### config.mk
export PLATFORM = sky130hd
export DESIGN_NAME = tatemp_ctrl
export DESIGN_NICKNAME = d
export VERILOG_FILES = /design/src/rtl/tatemp_pkg.sv /design/src/rtl/tatemp_ctrl.sv
export SDC_FILE = /design/constraint.sdc
export NUM_CORES = 1
export LEC_CHECK = 0
export BUFFER_PORTS_ARGS = -buffer_cell sky130_fd_sc_hd__buf_4
export CAP_MARGIN = 40
export CORE_MARGIN = 1.5
export CORE_UTILIZATION = 44
export CTS_BUF_LIST = sky130_fd_sc_hd__clkbuf_16
export DETAILED_ROUTE_END_ITERATION = 10
export GPL_TIMING_DRIVEN = 0
export PLACE_DENSITY = 0.76
export SYNTH_ARGS = -nofsm -noshare
export SYNTH_HDL_FRONTEND = slang
export SYNTH_SLANG_ARGS = --single-unit
### constraint.sdc
create_clock -name clk -period 3.4 [get_ports clk]
set_input_delay 0.68 -clock clk [delete_from_list [all_inputs] [get_ports clk]]
set_output_delay 0.68 -clock clk [all_outputs]
set_load 0.03 [all_outputs]
### src/rtl/tatemp_pkg.sv
`timescale 1ns / 1ps
// ----------------------------------------------------------------------------
// tatemp_pkg
// Shared constants, controller states and command/status bundles for the
// thermistor averaging temperature converter.
// ----------------------------------------------------------------------------
package tatemp_pkg;

	localparam int AVG_DEPTH_DEF = 5;
	localparam int ADC_BITS_DEF  = 10;

	localparam int SAMPLE_W = 10;
	localparam int BETA_W   = 14;
	localparam int TEMP_W   = 15;
	localparam int SUMO_W   = 13;
	localparam int E_W      = 5;
	localparam int K_W      = 5;
	localparam int DIV_N_W  = 64;
	localparam int DIV_D_W  = 48;

	localparam logic [BETA_W-1:0] BETA_RST = 14'd4275;
	localparam logic [31:0]       LN2_Q32  = 32'd2977044472;
	localparam logic [14:0]       T0_CENTI = 15'd29815;
	localparam logic [21:0]       K_NUM    = 22'd2981500;  // 100 * 29815
	localparam logic [6:0]        K_HUNDRED = 7'd100;
	localparam logic [K_W-1:0]    K_LAST   = 5'd31;
	localparam logic [63:0]       ZERO_C   = 64'd27315;
	localparam logic [63:0]       CK_MIN   = 64'd23315;
	localparam logic [63:0]       CK_MAX   = 64'd42315;
	localparam logic signed [TEMP_W-1:0] T_MIN = -15'sd4000;
	localparam logic signed [TEMP_W-1:0] T_MAX = 15'sd15000;

	typedef enum logic [4:0] {
		ST_IDLE,
		ST_SUM,
		ST_CHECK,
		ST_LN_INIT,
		ST_ZDIV,
		ST_ZWAIT,
		ST_ZCAP,
		ST_Z2,
		ST_KDIV,
		ST_KWAIT,
		ST_KACC,
		ST_LN_STORE,
		ST_LCALC,
		ST_DEN1,
		ST_DEN2,
		ST_DCHK,
		ST_FDIV,
		ST_FWAIT,
		ST_OUT
	} state_t;

	typedef struct packed {
		logic load_sample;
		logic sum_clr;
		logic sum_acc;
		logic ln_init;
		logic ln_sel;
		logic zdiv_start;
		logic z_capture;
		logic z2_calc;
		logic kdiv_start;
		logic k_acc;
		logic ln_store;
		logic l_calc;
		logic den1;
		logic den2;
		logic fdiv_start;
		logic out_load;
	} cmd_t;

	typedef struct packed {
		logic sum_last;
		logic invalid;
		logic div_busy;
		logic k_last;
		logic den_bad;
	} sts_t;

endpackage

### src/rtl/tatemp_ctrl.sv
`timescale 1ns / 1ps
// ----------------------------------------------------------------------------
// tatemp_ctrl
// Sequencer: sum, two log evaluations, beta equation divide, result hand-off.
// ----------------------------------------------------------------------------
module tatemp_ctrl
	import tatemp_pkg::*;
(
	input  logic clk,
	input  logic arst_n,
	input  logic in_valid,
	output logic in_ready,
	output logic out_valid,
	input  logic out_ready,
	input  sts_t sts,
	output cmd_t cmd
);

	state_t state_q, state_d;
	logic   second_q;
	logic   out_valid_q;

	always_ff @(posedge clk or negedge arst_n) begin
		if (!arst_n) begin
			state_q     <= ST_IDLE;
			second_q    <= 1'b0;
			out_valid_q <= 1'b0;
		end else begin
			state_q <= state_d;
			if (state_q == ST_CHECK) begin
				second_q <= 1'b0;
			end else if (state_q == ST_LN_STORE) begin
				second_q <= 1'b1;
			end
			if (cmd.out_load) begin
				out_valid_q <= 1'b1;
			end else if (out_ready) begin
				out_valid_q <= 1'b0;
			end
		end
	end

	always_comb begin
		state_d    = state_q;
		cmd        = '0;
		cmd.ln_sel = second_q;
		in_ready   = (state_q == ST_IDLE);
		case (state_q)
			ST_IDLE: begin
				if (in_valid) begin
					cmd.load_sample = 1'b1;
					cmd.sum_clr     = 1'b1;
					state_d         = ST_SUM;
				end
			end
			ST_SUM: begin
				cmd.sum_acc = 1'b1;
				if (sts.sum_last) begin
					state_d = ST_CHECK;
				end
			end
			ST_CHECK: begin
				state_d = sts.invalid ? ST_OUT : ST_LN_INIT;
			end
			ST_LN_INIT: begin
				cmd.ln_init = 1'b1;
				state_d     = ST_ZDIV;
			end
			ST_ZDIV: begin
				cmd.zdiv_start = 1'b1;
				state_d        = ST_ZWAIT;
			end
			ST_ZWAIT: begin
				if (!sts.div_busy) begin
					state_d = ST_ZCAP;
				end
			end
			ST_ZCAP: begin
				cmd.z_capture = 1'b1;
				state_d       = ST_Z2;
			end
			ST_Z2: begin
				cmd.z2_calc = 1'b1;
				state_d     = ST_KDIV;
			end
			ST_KDIV: begin
				cmd.kdiv_start = 1'b1;
				state_d        = ST_KWAIT;
			end
			ST_KWAIT: begin
				if (!sts.div_busy) begin
					state_d = ST_KACC;
				end
			end
			ST_KACC: begin
				cmd.k_acc = 1'b1;
				state_d   = sts.k_last ? ST_LN_STORE : ST_KDIV;
			end
			ST_LN_STORE: begin
				cmd.ln_store = 1'b1;
				state_d      = second_q ? ST_LCALC : ST_LN_INIT;
			end
			ST_LCALC: begin
				cmd.l_calc = 1'b1;
				state_d    = ST_DEN1;
			end
			ST_DEN1: begin
				cmd.den1 = 1'b1;
				state_d  = ST_DEN2;
			end
			ST_DEN2: begin
				cmd.den2 = 1'b1;
				state_d  = ST_DCHK;
			end
			ST_DCHK: begin
				state_d = sts.den_bad ? ST_OUT : ST_FDIV;
			end
			ST_FDIV: begin
				cmd.fdiv_start = 1'b1;
				state_d        = ST_FWAIT;
			end
			ST_FWAIT: begin
				if (!sts.div_busy) begin
					state_d = ST_OUT;
				end
			end
			ST_OUT: begin
				// hold until the output register is free
				if (!out_valid_q || out_ready) begin
					cmd.out_load = 1'b1;
					state_d      = ST_IDLE;
				end
			end
			default: begin
				state_d = ST_IDLE;
			end
		endcase
	end

	assign out_valid = out_valid_q;

endmodule

==> summary.md, run 1 <==
| Metric | Value |
|---|---|
| TNS Setup | `0 ns` |
| Total number of vias | `781` |
| Clk buf depth | `2` |
| Die area | `1800 sq um` |
| Placer congestion estimate | `0.792` |
| WP buf/inv | `3` |
| Crit Path Class | `flip-flop to output pin` |
| Synth warn | `0` |
| WHS | `0.257 ns` |
| Clk sinks | `7` |
| Period minus WS final | `2.55 ns` |
| Sequential cell area fraction in the yosys report | `0.255` |
| Core Box Area | `1490 sq um` |
| Cell variety after synth | `37` |
| Ratio of routed vias to standard cells | `5.62` |
| CTS buffer count | `3` |
| Max-cap viol count | `0` |
| Initial antenna violation count | `0` |
| Worst setup SP type | `flip-flop` |
| Hold buffer count at cts | `0` |
| Largest net degree at the start of global routing | `11` |
| Synth area leaders | `dfrtp_1 26%, nor2_1 5.5%, nand2b_1 4.6%` |
| CP required | `2.72 ns` |
| Site Rows | `14` |
| Yosys reg bits | `7` |
| DP Wirelength | `1.39 mm` |
| Area leader, netlist | `dfrtp_1` |
| I/O Pins | `27` |
| Post-route setup slack | `0.848 ns` |
| Placed cell count | `135` |
| Area Growth Syn to Fin | `42.9%` |
| Hold Crit Class | `input pin to asynchronous set/reset pin` |
| Setup bufs post-CTS | `0` |
| DRT Pass-1 Iters | `4` |
| Worst path top cell family by delay | `simple AND/OR/NAND/NOR gates` |
| Critical Path Max Stage Delay | `0.42 ns` |
| Residual DRC | `0` |
| Die height | `42.5 microns` |
| Syn Area/Cell | `7.37 sq um` |
| Clock-pin slew on the worst setup and hold paths | `0.03 ns` |
| H-tree Lvls | `1` |
| PD cells | `1030 nW/um^2` |
| Slew HR | `0.710` |
| Max Slew Vio Count | `0` |
| CP most frequent cell | `buf_4` |
| EDFF count, synth | `0` |
| Dpl ws | `1.09 ns` |
| Filler cell count | `134` |
| RSZ-0062 raised after global routing | `no` |
| Tightest Pin Transition | `0.435 ns` |
| Post-synth top area share | `0.255` |
| Vias in the first global route | `673` |
| Cells after Synth | `93` |
| Antenna diodes | `0` |
| Syn nets | `102` |
| CP Cell Sequence | `buf_2, or3_1, nor3_1, and2_1, buf_4, buf_4` |
| CP max FO | `10` |
| Clock latency on the worst-skew pair | `0.23 ns` |
| Leakage | `0.000461 uW` |
| Fraction of layout cells with a size suffix above 1 | `0.309` |
| Max IR drop VDD | `0.484 mV` |
| GRT Total Usage | `0.224` |
| Synth async-reset ratio | `1.00` |
| Period utilisation layout | `0.751` |
| Gr ovfl total | `0` |
| Slowest CP cell | `or3_1` |
| Clock Tree Root | `clkbuf_16` |
| Worst path arrival time | `1.87 ns` |
| Worst Setup End Kind | `output pin` |
| Final setup fails | `0` |
| DR WL/cell | `13.2 microns` |
| Max Freq | `0.392 GHz` |
| Fin. Hold Viols | `0` |
| Layout Nets | `133` |
| Die width | `42.5 microns` |
| Post-Layout Cell Count | `139` |
| Final clock skew | `0.000696 ns` |
| Post-route ant nets | `0` |
| Post-synth top flop | `dfrtp_1` |
| IO Port Bufs | `26` |
| Resized Gates After CTS | `0` |
| Synthesized area | `686 sq um` |
| First-pass GRT wire length | `3.06 mm` |
| Starting Density | `0.461` |
| Total Wirelength | `1.84 mm` |
| CTS tree | `yes` |
| Run status | `complete, no violations` |
| Initial drt markers | `26` |
## placed cells by master, fill, tap and decap left out, drive strengths merged, types with 2 or more instances in the layout
master / netlist / final
nor3b: 3 / 3
nor3: 6 / 6
nand3b: 3 / 3
a21oi: 4 / 4
o31ai: 2 / 2
or3: 3 / 3
nor2b: 4 / 4
and2: 2 / 2
nand2: 5 / 5
nor2: 10 / 10
inv: 3 / 4
dfrtp: 7 / 7
clkbuf: 4 / 7
nand3: 3 / 3
buf: 7 / 33
a31oi: 2 / 2
nand2b: 5 / 5
o21ai: 4 / 4
## power by group
| part | switching, uW | internal [uW] | total (uW) | leakage (uW) |
|---|---|---|---|---|
| Combinational | 410 | 261 | 671 | 0.000328 |
| Sequential | 28.1 | 119 | 147 | 0.0000906 |
| Clock | 39.6 | 152 | 192 | 0.0000423 |
| Total | 478 | 532 | 1010 | 0.000461 |
## kinds of logic (layout without fill, tap and decap cells)
kind of cell	after synthesis	count (layout)	share of synthesized area
AOI/OAI and AO/OA	18	18	0.173
xor gates and xnor gates	1	1	0.0128
buffers and inverters	14	44	0.0949
DFF	7	7	0.255
muxes	2	2	0.0310
and+or+nand+nor	51	51	0.432
## final cells by class
class	instances	area [sq um]	area share
flip-flops and latches	7	175	0.179
multi-input cells	72	445	0.455
clock inverters	1	3.75	0.00383
well taps	16	20.0	0.0204
clock buffers	3	75.1	0.0766
repair buffers	26	195	0.199
plain buffers	11	53.8	0.0549
inverters	3	11.3	0.0115
## path summary, 6_finish.rpt
| path | startpoint | to | slack, ns | cells after the start |
|---|---|---|---|---|
| setup / recovery | state_q[2] | cmd[15] | 0.85 | 6 |
| hold / removal | arst_n | state_q[4] | 0.26 | 1 |
| setup reg to reg | state_q[0] | state_q[4] | 1.54 | 5 |
| hold reg to reg | out_valid | out_valid | 0.59 | 2 |
| max in group asynchronous | arst_n | state_q[3] | 3.02 | 1 |
| min in group clk | out_valid | out_valid | 0.59 | 2 |
## worst register-to-register path, stage by stage (launching register included)
cell	delay, ns
dfrtp_1	0.35
buf_2	0.18
nor3b_2	0.24
or4b_4	0.51
nand3_1	0.14
mux2_1	0.33
## flip-flops by register name (all words and copies together), names as in the netlist
register / flops
state_q: 5
out_valid: 1
second_q: 1
## routing by layer
metal  GRT usage  vias up  routed length, microns
li1            -      392                       -
met1       0.304      367                     819
met2       0.342       22                     923
met3      0.0776        0                      97
met4      0.0500        0                       0
met5           0        -                       0
## per-stage QoR
step	area [sq um]	power, uW	util
6_report	980	1010	0.658
5_1_grt	980	1090	0.658
4_1_cts	980	1010	0.658
3_5_place_dp	901	814	0.605
3_3_place_gp	901	802	0.605
2_1_floorplan	686	635	-
## cell usage after synthesis, types with 4 or more instances
cell,number
nor3_1,6
dfrtp_1,7
nor2b_1,4
nand2b_1,5
nand2_1,5
clkbuf_1,4
buf_2,4
nor2_1,10
a21oi_1,4
o21ai_0,4
Power figures use the tool's default switching activity.
==> run 2: changes to the inputs <==
==> constraint.sdc (replaced) <==
create_clock -name clk -period 2.66 [get_ports clk]
set_input_delay 0.532 -clock clk [delete_from_list [all_inputs] [get_ports clk]]
set_output_delay 0.532 -clock clk [all_outputs]
set_load 0.03 [all_outputs]
==> run 2 against run 1 <==
- design area increased by 0.51%
- via count increased by 2.6%
- sequential cell count unchanged
- final cell count unchanged
- sequential share of layout area decreased by 0.091 points
- total power increased by 29%
- hold slack got worse by 0.15 ns
- highest routed layer is now met4
==> summary.md, run 2 (synthesis gave the netlist of run 1 again) <==
| Metric | Value |
|---|---|
| Run status | `complete, no violations` |
| Area Growth Syn to Fin | `43.6%` |
| Die width | `42.5 microns` |
| Fin. Hold Viols | `0` |
| Worst path top cell family by delay | `buffers and inverters` |
| Dpl ws | `0.566 ns` |
| Crit Path Class | `flip-flop to output pin` |
| Site Rows | `14` |
| Max-cap viol count | `0` |
| Period utilisation layout | `0.887` |
| PD cells | `1320 nW/um^2` |
| WHS | `0.107 ns` |
| Max IR drop VDD | `0.631 mV` |
| Post-route ant nets | `0` |
| Routing usage on met3 | `0.0647` |
| Sequential power share | `0.147` |
| DP Wirelength | `1.42 mm` |
| Setup bufs post-CTS | `0` |
| Max Freq | `0.424 GHz` |
| Max Slew Vio Count | `0` |
| GRT Total Usage | `0.237` |
| P_sw | `620 uW` |
| CP required | `2.13 ns` |
| Gr ovfl total | `0` |
| Antenna diodes | `0` |
| I/O Pins | `27` |
| Worst path arrival time | `1.83 ns` |
| Filler cell count | `139` |
| Die height | `42.5 microns` |
| Met1 Usage GRT | `0.306` |
| Period minus WS final | `2.36 ns` |
| Leakage | `0.000464 uW` |
| CTS buffer count | `3` |
| Clock power frac | `0.190` |
| P_int | `683 uW` |
| Fraction of layout cells with a size suffix above 1 | `0.317` |
| Residual DRC | `0` |
| DRT Pass-1 Iters | `4` |
| Ratio of routed vias to standard cells | `5.76` |
| Largest net degree at the start of global routing | `11` |
| Comb power frac | `0.664` |
| DR WL/cell | `13.8 microns` |
| CP max FO | `10` |
| H-tree Lvls | `1` |
| CTS tree | `yes` |
| Final clock skew | `0.00154 ns` |
| Total number of vias | `801` |
| Most Used Layer, Global Route | `met2` |
| Clk buf depth | `2` |
| Met2 Resource Use GR | `0.388` |
| Placer congestion estimate | `0.791` |
| Hold Crit Class | `input pin to asynchronous set/reset pin` |
| Max FFs per register | `5` |
| TNS Setup | `0 ns` |
| IO Port Bufs | `26` |
| Post-route setup slack | `0.300 ns` |
| WP buf/inv | `3` |
| Final Util | `0.661` |
| Critical Path Max Stage Delay | `0.37 ns` |
| Die area | `1800 sq um` |
| Tightest Pin Transition | `0.434 ns` |
| First-pass GRT wire length | `3.28 mm` |
| Vias in the first global route | `756` |
| Slew HR | `0.711` |
| Commonest non-fill, non-tap cell in the layout | `buf_4` |
| Commonest non-fill, non-tap cells in the layout | `28 x buf_4, 10 x nor2_1, 7 x dfrtp_1` |
| Clk sinks | `7` |
| Top reg by flops | `state_q` |
| Worst Setup End Kind | `output pin` |
| Initial drt markers | `22` |
| Worst setup SP type | `flip-flop` |
| Core Box Area | `1490 sq um` |
| CP Cell Sequence | `buf_2, clkbuf_1, nand2b_1, nor3_1, buf_4` |
| Layout Nets | `133` |
| Clock-pin slew on the worst setup and hold paths | `0.04 ns` |
| Slowest CP cell | `clkbuf_1` |
| Hold buffer count at cts | `0` |
| Clock Tree Root | `clkbuf_16` |
| Total Wirelength | `1.91 mm` |
| Clock latency on the worst-skew pair | `0.23 ns` |
| Sw Ratio | `0.476` |
| Initial antenna violation count | `0` |
| RSZ-0062 raised after global routing | `no` |
| Resized Gates After CTS | `0` |
| Final setup fails | `0` |
| Starting Density | `0.461` |
==> run 2: worst reg2reg max path: stages, from the launching register on <==
cell and delay [ns]:
dfrtp_1 0.34, buf_2 0.18, nor3b_2 0.24, or4b_4 0.51, nand3_1 0.14, mux2_1 0.33
==> run 2: cell type report <==
| type | count | area [sq um] | share of cell area |
|---|---|---|---|
| plain buffers | 11 | 53.8 | 0.0546 |
| clock buffers | 3 | 75.1 | 0.0762 |
| clock inverters | 1 | 3.75 | 0.00381 |
| inverters | 3 | 11.3 | 0.0114 |
| multi-input cells | 72 | 450 | 0.457 |
| flip-flops and latches | 7 | 175 | 0.178 |
| well taps | 16 | 20.0 | 0.0203 |
| repair buffers | 26 | 195 | 0.198 |
==> run 2: final timing paths <==
kind	slack [ns]	end	cells past startpoint	start
setup / recovery	0.30	cmd[4]	5	state_q[3]
hold / removal	0.11	out_valid	1	arst_n
setup reg to reg	0.81	state_q[4]	5	state_q[0]
hold reg to reg	0.59	out_valid	2	out_valid
max in group asynchronous	2.44	state_q[1]	1	arst_n
min in group clk	0.51	out_valid	2	out_ready
==> run 2: power by group through the flow <==
stage          clock (uW)  sequential [uW]  combinational [uW]
2_1_floorplan           0              182                 635
6_report              247              191                 864
4_1_cts               250              189                 863
5_1_grt               262              194                 950
3_5_place_dp            0              190                 858
3_3_place_gp            0              189                 842
==> run 2: through the flow <==
step | instances | total power, uW | instance area, sq um
2_1_floorplan | 93 | 817 | 691
3_3_place_gp | 135 | 1030 | 906
3_5_place_dp | 135 | 1050 | 906
4_1_cts | 139 | 1300 | 985
5_1_grt | 139 | 1410 | 985
6_report | 139 | 1300 | 985
==> run 2: per-layer routing <==
metal,vias to the layer above,share of wire
li1,393,-
met5,-,0
met2,25,0.51
met4,0,0.0089
met1,381,0.44
met3,2,0.038
==> run 3: changes to the inputs <==
--- a/config.mk
+++ b/config.mk
@@ -6,13 +6,13 @@
 export NUM_CORES = 1
 export LEC_CHECK = 0
 export BUFFER_PORTS_ARGS = -buffer_cell sky130_fd_sc_hd__buf_4
-export CAP_MARGIN = 40
 export CORE_MARGIN = 1.5
 export CORE_UTILIZATION = 44
 export CTS_BUF_LIST = sky130_fd_sc_hd__clkbuf_16
 export DETAILED_ROUTE_END_ITERATION = 10
 export GPL_TIMING_DRIVEN = 0
-export PLACE_DENSITY = 0.76
+export PLACE_DENSITY = 0.81
+export SKIP_CTS_REPAIR_TIMING = 1
 export SYNTH_ARGS = -nofsm -noshare
 export SYNTH_HDL_FRONTEND = slang
 export SYNTH_SLANG_ARGS = --single-unit
==> run 3 against run 2 <==
- sequential share of layout area unchanged
- combinational power about the same
- via count decreased by 3.4%
- wire length decreased by 0.73%
- clock power about the same
- utilization unchanged
- die area unchanged
- register-to-register slack got worse by 0.03 ns
- largest power group unchanged
- design area unchanged
- largest cell class unchanged
- maximum frequency increased by 1.7%
- global-route usage decreased by 1.3 points
- sequential cell count unchanged
==> summary.md, run 3 (synthesis gave the netlist of run 1 again) <==
| Metric | Value |
|---|---|
| Run status | `complete, no violations` |
| Filler cell count | `124` |
| Worst Setup End Kind | `output pin` |
| Max Freq | `0.431 GHz` |
| Period utilisation layout | `0.873` |
| Finished Cell Area | `985 sq um` |
| Largest net degree at the start of global routing | `11` |
| Crit Path Class | `flip-flop to output pin` |
| Core Box Area | `1490 sq um` |
| Post-route setup slack | `0.339 ns` |
| IO Port Bufs | `26` |
| Max-cap viol count | `0` |
| Initial antenna violation count | `0` |
| Gr ovfl total | `0` |
| Placer congestion estimate | `0.810` |
| Die width | `42.5 microns` |
| RSZ-0062 raised after global routing | `no` |
| Area Growth Syn to Fin | `43.6%` |
| Fin. Hold Viols | `0` |
| Dpl ws | `0.583 ns` |
| Starting Density | `0.461` |
| CTS tree | `yes` |
| Total number of vias | `774` |
| Site Rows | `14` |
| GRT Total Usage | `0.224` |
| Die area | `1800 sq um` |
| Tightest Pin Transition | `0.423 ns` |
| Worst path arrival time | `1.79 ns` |
| H-tree Lvls | `1` |
| I/O Pins | `27` |
| CTS buffer count | `3` |
| Final clock skew | `0.00156 ns` |
| Post-route total power | `1300 uW` |
| Max IR drop VDD | `0.917 mV` |
| Commonest non-fill, non-tap cell in the layout | `buf_4` |
| Antenna diodes | `0` |
| Initial drt markers | `19` |
| DRT Pass-1 Iters | `4` |
| Clock latency on the worst-skew pair | `0.23 ns` |
| Layout Nets | `133` |
| DR WL/cell | `13.7 microns` |
| CP max FO | `10` |
| Met3 wire len | `56 microns` |
| Top reg by flops | `state_q` |
| Hold Crit Class | `input pin to asynchronous set/reset pin` |
| Max Slew Vio Count | `0` |
| Max FFs per register | `5` |
| PD cells | `1320 nW/um^2` |
| Cell area after placement | `906 sq um` |
| Worst setup SP type | `flip-flop` |
| Clock Tree Root | `clkbuf_16` |
| Post-route ant nets | `0` |
| DP Wirelength | `1.38 mm` |
| Commonest non-fill, non-tap cells in the layout | `28 x buf_4, 10 x nor2_1, 7 x dfrtp_1` |
| Final Util | `0.661` |
| Final setup fails | `0` |
| CP required | `2.13 ns` |
| Clock-pin slew on the worst setup and hold paths | `0.04 ns` |
| Residual DRC | `0` |
| Fraction of layout cells with a size suffix above 1 | `0.317` |
| M1 WL | `881 microns` |
| Clk buf depth | `2` |
| Total Wirelength | `1.90 mm` |
| DR top layer | `met4` |
| Vias in the first global route | `729` |
| Period minus WS final | `2.32 ns` |
| TNS Setup | `0 ns` |
| Clk sinks | `7` |
| Die height | `42.5 microns` |
| Ratio of routed vias to standard cells | `5.57` |
| First-pass GRT wire length | `3.06 mm` |
| Leakage | `0.000464 uW` |
| WL met2 | `945 microns` |
| Slew HR | `0.713` |
| Reg2reg path depth | `5` |
==> run 3: cell counts in the layout (fill, tap and decap cells not counted) <==
No cell type changed its count.
==> run 3: metrics by stage <==
stage               std cells  hold slack [ns]
floorplan                  93            0.236
global placement          135            0.347
detailed placement        135            0.349
CTS                       139            0.110
global route              139            0.112
finish                    139            0.107
==> run 3: layer usage <==
layer  track usage  vias to the layer above
met5             0                        -
met4        0.0813                        0
met3        0.0647                        2
met2         0.351                       16
met1         0.292                      367
li1              -                      389
==> run 3: layout make-up <==
type	count	area (sq um)	area share
Sequential cell	7	175	0.178
Timing Repair Buffer	26	195	0.198
Inverter	3	11.3	0.0114
Clock inverter	1	3.75	0.00381
Clock buffer	3	75.1	0.0762
Buffer	11	53.8	0.0546
Multi-Input combinational cell	72	450	0.457
Tap cell	16	20.0	0.0203
==> run 3: power by group <==
| part | internal (uW) | switching [uW] |
|---|---|---|
| clock | 195 | 52.3 |
| sequential | 153 | 38.3 |
| combinational | 335 | 528 |
| total | 683 | 618 |
==> run 3: final timing paths <==
| kind | startpoint | endpoint | slack [ns] |
|---|---|---|---|
| max | state_q[2] | cmd[15] | 0.34 |
| min | arst_n | state_q[4] | 0.11 |
| max reg2reg | state_q[0] | state_q[4] | 0.78 |
| min reg2reg | out_valid | out_valid | 0.60 |
| max in group asynchronous | arst_n | state_q[2] | 2.43 |
| min in group clk | out_ready | out_valid | 0.50 |
==> run 3: critical path, cell delays in order, from the launching register on <==
cell and delay, ns:
dfrtp_1 0.38, buf_2 0.19, or3_1 0.43, nor3_2 0.14, and2_1 0.17, buf_4 0.10, buf_4 0.14
